[src/rtl/cnvp_pkg.sv]
// ----------------------------------------------------------------------------
// cnvp_pkg
// Shared types, codes and saturating helpers for the numeral value parser.
// ----------------------------------------------------------------------------
package cnvp_pkg;

	localparam logic [62:0] INT_SAT         = {63{1'b1}};
	localparam logic [62:0] LIM_TEN         = INT_SAT / 63'd10;
	localparam logic [62:0] LIM_TEN_K       = INT_SAT / 63'd10000;
	localparam logic [62:0] LIM_HUNDRED_M   = INT_SAT / 63'd100000000;
	localparam logic [4:0]  MAX_FRAC_DIGITS = 5'd18;
	localparam logic [3:0]  DIGIT_MAX       = 4'd9;

	typedef enum logic [2:0] {
		KIND_DIGIT         = 3'd0,
		KIND_TEN           = 3'd1,
		KIND_HUNDRED       = 3'd2,
		KIND_THOUSAND      = 3'd3,
		KIND_TEN_THOUSAND  = 3'd4,
		KIND_HUNDRED_MILL  = 3'd5,
		KIND_POINT         = 3'd6
	} kind_t;

	typedef struct packed {
		logic [2:0] token_kind;
		logic [3:0] digit_value;
		logic       last_token;
	} tok_t;

	typedef struct packed {
		logic [62:0] integer_value;
		logic        has_point;
		logic [59:0] fraction_digits;
		logic [4:0]  fraction_length;
		logic        overflow;
	} res_t;

	// Running state of one numeral segment; values never exceed INT_SAT.
	typedef struct packed {
		logic [62:0] run_val;
		logic        only_digits;
		logic [62:0] total_val;
		logic [62:0] section_val;
		logic [3:0]  pend_digit;
		logic        pend_valid;
		logic        after_point;
		logic        frac_stopped;
		logic [59:0] frac_accum;
		logic [4:0]  frac_count;
		logic        ovf_seen;
		logic        run_sat;
		logic        unit_sat;
	} acc_state_t;

	localparam acc_state_t ACC_RESET = '{
		run_val: '0, only_digits: 1'b1, total_val: '0, section_val: '0,
		pend_digit: '0, pend_valid: 1'b0, after_point: 1'b0,
		frac_stopped: 1'b0, frac_accum: '0, frac_count: '0,
		ovf_seen: 1'b0, run_sat: 1'b0, unit_sat: 1'b0
	};

	// Result is {saturated, value}
	function automatic logic [63:0] sat_add(input logic [62:0] a, input logic [62:0] b);
		logic [63:0] s;
		s = {1'b0, a} + {1'b0, b};
		return s[63] ? {1'b1, INT_SAT} : s;
	endfunction

	// k is always a literal, so the product maps to shift-adds
	function automatic logic [63:0] sat_mul(input logic [62:0] a, input logic [62:0] k,
			input logic [62:0] lim);
		logic [62:0] p;
		p = a * k;
		return (a > lim) ? {1'b1, INT_SAT} : {1'b0, p};
	endfunction

endpackage

[src/rtl/cnvp_accum.sv]
// ----------------------------------------------------------------------------
// cnvp_accum
// Segment state registers and the combinational per-token update.
// ----------------------------------------------------------------------------
module cnvp_accum import cnvp_pkg::*; (
	input  logic       clk,
	input  logic       arst_n,
	input  logic       step,
	input  tok_t       tok,
	output acc_state_t nxt
);

	acc_state_t  st_q;
	logic [3:0]  d;
	logic [63:0] run_m;
	logic [63:0] run_a;
	logic [3:0]  n_small;
	logic [13:0] small_unit;
	logic [62:0] small_prod;
	logic [63:0] sec_a;
	logic [3:0]  n_big;
	logic [63:0] sum_b;
	logic [63:0] mul_tk;
	logic [63:0] mul_hm;
	logic [63:0] big_prod;
	logic [63:0] tot_a;

	assign d = (tok.digit_value > DIGIT_MAX) ? DIGIT_MAX : tok.digit_value;

	always_comb begin
		run_m   = sat_mul(st_q.run_val, 63'd10, LIM_TEN);
		run_a   = sat_add(run_m[62:0], {59'd0, d});

		n_small = st_q.pend_valid ? st_q.pend_digit : 4'd1;
		unique case (kind_t'(tok.token_kind))
			KIND_HUNDRED:  small_unit = 14'd100;
			KIND_THOUSAND: small_unit = 14'd1000;
			default:       small_unit = 14'd10;
		endcase
		small_prod = {49'd0, 14'(n_small) * small_unit};
		sec_a      = sat_add(st_q.section_val, small_prod);

		n_big    = st_q.pend_valid ? st_q.pend_digit : 4'd0;
		sum_b    = sat_add(st_q.section_val, {59'd0, n_big});
		mul_tk   = sat_mul(sum_b[62:0], 63'd10000, LIM_TEN_K);
		mul_hm   = sat_mul(sum_b[62:0], 63'd100000000, LIM_HUNDRED_M);
		big_prod = (kind_t'(tok.token_kind) == KIND_HUNDRED_MILL) ? mul_hm : mul_tk;
		tot_a    = sat_add(st_q.total_val, big_prod[62:0]);

		nxt = st_q;
		if (st_q.after_point) begin
			if (!st_q.frac_stopped) begin
				if (kind_t'(tok.token_kind) == KIND_DIGIT) begin
					if (st_q.frac_count < MAX_FRAC_DIGITS) begin
						nxt.frac_accum = 60'(st_q.frac_accum * 60'd10) + {56'd0, d};
						nxt.frac_count = st_q.frac_count + 5'd1;
					end else begin
						nxt.ovf_seen = 1'b1;
					end
				end else begin
					nxt.frac_stopped = 1'b1;
				end
			end
		end else begin
			unique case (kind_t'(tok.token_kind))
				KIND_DIGIT: begin
					nxt.run_val    = run_a[62:0];
					nxt.run_sat    = st_q.run_sat | run_m[63] | run_a[63];
					nxt.pend_digit = d;
					nxt.pend_valid = 1'b1;
				end
				KIND_TEN, KIND_HUNDRED, KIND_THOUSAND: begin
					nxt.only_digits = 1'b0;
					nxt.pend_valid  = 1'b0;
					nxt.section_val = sec_a[62:0];
					nxt.unit_sat    = st_q.unit_sat | sec_a[63];
				end
				KIND_TEN_THOUSAND, KIND_HUNDRED_MILL: begin
					nxt.only_digits = 1'b0;
					nxt.pend_valid  = 1'b0;
					nxt.section_val = '0;
					nxt.total_val   = tot_a[62:0];
					nxt.unit_sat    = st_q.unit_sat | sum_b[63] | big_prod[63] | tot_a[63];
				end
				KIND_POINT: begin
					nxt.after_point = 1'b1;
				end
				default: begin
					nxt.only_digits = 1'b0;
				end
			endcase
		end
	end

	// the last token of a segment hands its state on and starts afresh
	always_ff @(posedge clk or negedge arst_n) begin
		if (!arst_n) begin
			st_q <= ACC_RESET;
		end else if (step) begin
			st_q <= tok.last_token ? ACC_RESET : nxt;
		end
	end

endmodule

[src/rtl/cnvp_finish.sv]
// ----------------------------------------------------------------------------
// cnvp_finish
// Picks the integer path and folds section and pending digit into the result.
// ----------------------------------------------------------------------------
module cnvp_finish import cnvp_pkg::*; (
	input  acc_state_t snap,
	output res_t       res
);

	logic [63:0] ts;
	logic [63:0] tsp;
	logic [3:0]  p;
	logic        ovf;

	always_comb begin
		p   = snap.pend_valid ? snap.pend_digit : 4'd0;
		ts  = sat_add(snap.total_val, snap.section_val);
		tsp = sat_add(ts[62:0], {59'd0, p});
		if (snap.only_digits) begin
			res.integer_value = snap.run_val;
			ovf               = snap.run_sat;
		end else begin
			res.integer_value = tsp[62:0];
			ovf               = snap.unit_sat | ts[63] | tsp[63];
		end
		res.has_point       = snap.after_point;
		res.fraction_digits = snap.frac_accum;
		res.fraction_length = snap.frac_count;
		res.overflow        = ovf | snap.ovf_seen;
	end

endmodule

[src/rtl/chinese_numeral_value_parser_top.sv]
// ----------------------------------------------------------------------------
// chinese_numeral_value_parser_top
// Token-stream numeral parser: integer, fraction digits and overflow per segment.
// ----------------------------------------------------------------------------
// One token is taken every cycle while the input is not stalled, whatever the
// token kind; the rate rests on the combinational state update in cnvp_accum,
// which holds the whole running state of the segment. The token marking the
// end of a segment passes through the input register, the snapshot stage and
// the result register before its result appears. Non-final tokens never stall
// on the output side; a final token waits only if the snapshot and result
// registers are both full and the result is stalled.
module chinese_numeral_value_parser_top import cnvp_pkg::*; (
	input  logic clk,
	input  logic arst_n,
	input  logic tok_valid,
	output logic tok_stall,
	input  tok_t tok,
	output logic res_valid,
	input  logic res_stall,
	output res_t res
);

	logic       valid_s1;
	tok_t       tok_s1;
	logic       valid_s2;
	acc_state_t snap_s2;
	logic       res_valid_q;
	res_t       res_q;

	acc_state_t nxt;
	res_t       fin;
	logic       out_free;
	logic       s2_free;
	logic       s1_adv;
	logic       s1_free;

	assign out_free  = !res_valid_q || !res_stall;
	assign s2_free   = !valid_s2 || out_free;
	assign s1_adv    = valid_s1 && (!tok_s1.last_token || s2_free);
	assign s1_free   = !valid_s1 || s1_adv;
	assign tok_stall = !s1_free;
	assign res_valid = res_valid_q;
	assign res       = res_q;

	cnvp_accum u_accum (
		.clk    (clk),
		.arst_n (arst_n),
		.step   (s1_adv),
		.tok    (tok_s1),
		.nxt    (nxt)
	);

	cnvp_finish u_finish (
		.snap (snap_s2),
		.res  (fin)
	);

	always_ff @(posedge clk or negedge arst_n) begin
		if (!arst_n) begin
			valid_s1    <= 1'b0;
			valid_s2    <= 1'b0;
			res_valid_q <= 1'b0;
		end else begin
			if (s1_free) begin
				valid_s1 <= tok_valid;
			end
			if (s2_free) begin
				valid_s2 <= s1_adv && tok_s1.last_token;
			end
			if (out_free) begin
				res_valid_q <= valid_s2;
			end
		end
	end

	always_ff @(posedge clk) begin
		if (s1_free && tok_valid) begin
			tok_s1 <= tok;
		end
		if (s1_adv && tok_s1.last_token) begin
			snap_s2 <= nxt;
		end
		if (out_free && valid_s2) begin
			res_q <= fin;
		end
	end

	// input side only backs up behind a final token
	a_stall_needs_final: assert property (@(posedge clk) disable iff (!arst_n)
		tok_stall |-> (valid_s1 && tok_s1.last_token && valid_s2 && res_valid_q))
		else $error("input stalled without a blocked final token");

	a_snapshot_holds: assert property (@(posedge clk) disable iff (!arst_n)
		(valid_s2 && !out_free) |=> (valid_s2 && $stable(snap_s2)))
		else $error("snapshot beat lost while result stalled");

	a_frac_len: assert property (@(posedge clk) disable iff (!arst_n)
		res_valid_q |-> (res_q.fraction_length <= MAX_FRAC_DIGITS))
		else $error("fraction length beyond limit");

	a_frac_empty: assert property (@(posedge clk) disable iff (!arst_n)
		(res_valid_q && (res_q.fraction_length == 5'd0)) |-> (res_q.fraction_digits == 60'd0))
		else $error("fraction digits without length");

endmodule

[config.mk]
export PLATFORM = sky130hd
export DESIGN_NAME = chinese_numeral_value_parser_top
export DESIGN_NICKNAME = d
export VERILOG_FILES = /design/src/rtl/cnvp_pkg.sv /design/src/rtl/cnvp_accum.sv /design/src/rtl/cnvp_finish.sv /design/src/rtl/chinese_numeral_value_parser_top.sv
export SDC_FILE = /design/constraint.sdc
export NUM_CORES = 2
export LEC_CHECK = 0
export ABC_AREA = 0
export ABC_CLOCK_PERIOD_IN_PS = 15000
export BUFFER_PORTS_ARGS = -buffer_cell sky130_fd_sc_hd__buf_4
export CAP_MARGIN = 20
export CORE_MARGIN = 2
export CORE_UTILIZATION = 50
export CTS_BUF_LIST = sky130_fd_sc_hd__clkbuf_2 sky130_fd_sc_hd__clkbuf_4 sky130_fd_sc_hd__clkbuf_8
export CTS_CLUSTER_SIZE = 28
export DETAILED_ROUTE_END_ITERATION = 10
export GPL_TIMING_DRIVEN = 0
export PLACE_DENSITY = 0.65
export REMOVE_ABC_BUFFERS = 1
export SLEW_MARGIN = 30
export SYNTH_ARGS = -nofsm -noshare
export SYNTH_HDL_FRONTEND = slang
export SYNTH_SLANG_ARGS = --single-unit
[constraint.sdc]
create_clock -name clk -period 15 [get_ports clk]
set_clock_uncertainty 0.05 [all_clocks]
set_input_delay 3 -clock clk [delete_from_list [all_inputs] [get_ports clk]]
set_output_delay 3 -clock clk [all_outputs]
set_load 0.01 [all_outputs]
==> flow_metrics.tcl <==
set metrics [dict create \
    status "completed" \
    fp.dieArea_um2 156400 \
    post_route_cells_drive_above_1_share_pct 6.562 \
    ff2ff_setup_slack_ns 0.49 \
    fillCellCount 13900 \
    setup_total_negative_slack_ns 0 \
    final_report_max_slew_violation_count 0 \
    timing.critical_path.fanout_max 28 \
    timing.critical_path.max_delay_family "simple AND/OR/NAND/NOR gates" \
    coreArea_um2 152100 \
    leakage_nw 39.35 \
    final_cells 10700 \
    criticalPathCategory "reg -> reg" \
    dpl_worst_slack_ns -0.03578 \
    wl_per_cell_um 22.28 \
    synthArstFlopShare_pct 40.00 \
    grt_max_degree 101 \
    route.vias.total 64370 \
    timing.fmax_mhz 68.90 \
    synthCells 8605 \
    worst-r2r-cell-count 46 \
    timing.final.crit_share_pct 96.75 \
    detail_route.iter0.violations 5075 \
    slew_headroom_pct 32.04 \
    dpl.hpwl_mm 192.2 \
    postSynthRegisterBits 670 \
    antenna_found_initial 2 \
    finalWorstSetupSlack_ns 0.4869 \
    route.detailed.vias_per_inst 6.014 \
    synth.largest_area_cell "sky130_fd_sc_hd__edfxtp_1" \
    syn_area_um2 76640 \
    io_buffer_count 143 \
    final_cell_area_um2 82970 \
    holdWs_ns 0.3544 \
    first_pass_grt_wire_length_mm 371.1 \
    synth_top_cell_area_share_pct 15.75 \
    cts.sinks 670 \
    timing.critical_path.required_ns 15.46 \
    endpoint "snap_s2[152]" \
    critical_path.max_stage_delay_ns 1.07 \
    cts_tree "done" \
    worst_skew_pair.late_latency_ns 0.81 \
    regToRegStartpoint "u_accum.st_q[115]" \
    overflow 0 \
    max-vdd-ir-drop_mv 0.1488 \
    timing.max_cap.violations 0 \
    setup_repair_after_global_routing_missed_its_margin "false" \
    final_antenna_net_count 0 \
    rr_endpoint "snap_s2[152]" \
    period_minus_slack_ns 14.51 \
    placement.cell_area_um2 80480 \
    critical_path.slowest_cell "sky130_fd_sc_hd__or4_2" \
    drc_errors 0 \
    worstPathArrival_ns 14.98 \
    detailedRoute.firstPassIterationCount 6 \
    yosys-top-cells-area "sky130_fd_sc_hd__edfxtp_1 (16%), sky130_fd_sc_hd__fa_1 (14%), sky130_fd_sc_hd__ha_1 (14%)" \
    setup.worst_path.start_class "register" \
    grt_use_total_pct 30.20 \
    placementRows 143 \
    ys_types 110 \
    cts.htree.levels 3 \
    drt-total-wl_mm 238.5 \
    timing.final.setup_violations 0 \
    power.density_cell_area_nw_per_um2 91.22 \
    post-place-cells 10500 \
    yosys_warnings 0 \
    clk_transition_reported_paths_ns 0.08 \
    cpMostUsedCell "sky130_fd_sc_hd__fa_1" \
    clock_tree.root_cell "sky130_fd_sc_hd__clkbuf_8" \
    synth.yosys.seq_area_share_pct 24.50 \
    num-nets-final 9998 \
    hold_path.class "reg -> reg" \
    worstSetupStartpoint "u_accum.st_q[115]" \
    cp-end-kind "register" \
    total_cts_buffers 104 \
    worstPathBufferInverterCount 9 \
    place_congestion 0.9592 \
    synth_top_flop_cell "sky130_fd_sc_hd__edfxtp_1" \
    hold_violations 0 \
    first_global_vias 63490 \
    cts_buffer_depth 3 \
    synth-edff-count 402 \
    slew_at_the_pin_closest_to_its_max_slew_limit_ns 1.017 \
    flow.area_growth_from_synthesis_pct 8.254 \
    floorplan.initialDensity_pct 50.39 \
    chipHeight_um 395.5 \
    cp.depth 46 \
    syn-mean-instance-area_um2 8.906 \
    die_x_um 395.5 \
    io_pins 144 \
]
## stage by stage
step | total power [mW] | utilization [%]
5_1_grt | 8.070 | 54.55
3_5_place_dp | 5.775 | 52.92
6_report | 7.568 | 54.55
3_3_place_gp | 5.741 | 51.87
4_1_cts | 7.582 | 54.50
2_1_floorplan | 4.668 | -
## Yosys cell counts, types with 228 or more instances
cell type / n
sky130_fd_sc_hd__fa_1: 550
sky130_fd_sc_hd__inv_1: 1057
sky130_fd_sc_hd__a21oi_1: 617
sky130_fd_sc_hd__ha_1: 856
sky130_fd_sc_hd__xnor2_1: 274
sky130_fd_sc_hd__clkbuf_1: 324
sky130_fd_sc_hd__nor2_1: 597
sky130_fd_sc_hd__dfrtp_1: 267
sky130_fd_sc_hd__nand2_1: 707
sky130_fd_sc_hd__edfxtp_1: 402
sky130_fd_sc_hd__o21ai_0: 414
sky130_fd_sc_hd__a21o_1: 228
## sequential cells by signal, summed over array words and instances (netlist names)
signal        cells
u_accum.st_q    265
snap_s2         264
res             130
tok_s1            8
res_valid         1
valid_s1          1
valid_s2          1
## cell usage in the layout, fill, tap and decap left out, drive strengths merged, types with 158 or more instances in the layout
| cell type | n |
|---|---|
| a21o | 228 |
| a21oi | 620 |
| a22o | 158 |
| buf | 226 |
| dfrtp | 267 |
| edfxtp | 402 |
| fa | 550 |
| ha | 856 |
| inv | 1063 |
| nand2 | 707 |
| nor2 | 597 |
| nor3 | 159 |
| o21ai | 447 |
| xnor2 | 275 |
| xor2 | 189 |
## worst register-to-register path, delay by kind of cell (launching register included)
family	cells	cell delay, ns
and+or+nand+nor	13	4.23
xor gates and xnor gates	1	0.40
buffers and inverters	9	1.29
AOI/OAI and AO/OA	15	4.00
adders and majority gates	8	3.67
DFF	1	0.60
## what timing repair did
action | 4_1_cts | 5_1_grt
setup buffers | 0 | 4
gates resized for setup | 3 | 7
pin swaps | 0 | 0
setup endpoints to repair | 11 | 42
hold buffers | 0 | 0
hold endpoints to repair | 0 | 0
## cell type report
type,instances,area [µm²],area share [%]
clock buffers,138,1762,2.123
inverters,1060,3989,4.808
flip-flops and latches,670,18780,22.63
clock inverters,59,629.4,0.7586
well taps,2030,2540,3.061
diodes,2,5.005,0.006032
repair buffers,226,2435,2.935
multi-input cells,6518,52830,63.67
## where the power goes
group	switching (mW)	internal (mW)	total (mW)	leakage (nW)
logic	2.23	1.28	3.51	30.5
registers	0.114	2.17	2.28	7.61
clock network	0.808	0.970	1.78	1.23
## cell families after synthesis
kind of cell	Yosys count	synth area share, %
flops	670	24.50
mux	35	0.4767
fa+ha+maj	1409	28.38
buf+inv	1417	6.978
simple gates	2295	14.42
xor+xnor	464	5.312
compound gates	2315	19.93
## routing by layer
metal,global-route usage (%),share of wire [%],routed length [µm],vias to the layer above
met5,0,0.0042,10,-
met4,12.30,4.3,10360,2
met3,2.542,5.1,12170,441
met2,49.35,47,110900,2061
met1,41.39,44,105000,31470
li1,-,-,-,30400
## worst min-delay path by stage
stage | from | end | slack [ns] | cells after the start
CTS | snap_s2[32] | res[30] | 0.35 | 0
finish | snap_s2[32] | res[30] | 0.35 | 0
global route | snap_s2[32] | res[30] | 0.35 | 0
detailed placement | snap_s2[36] | res[34] | 0.35 | 0
global placement | snap_s2[61] | res[59] | 0.35 | 0
floorplan | snap_s2[12] | res[10] | 0.35 | 0
Note: power is estimated with default switching activity, not from simulation.
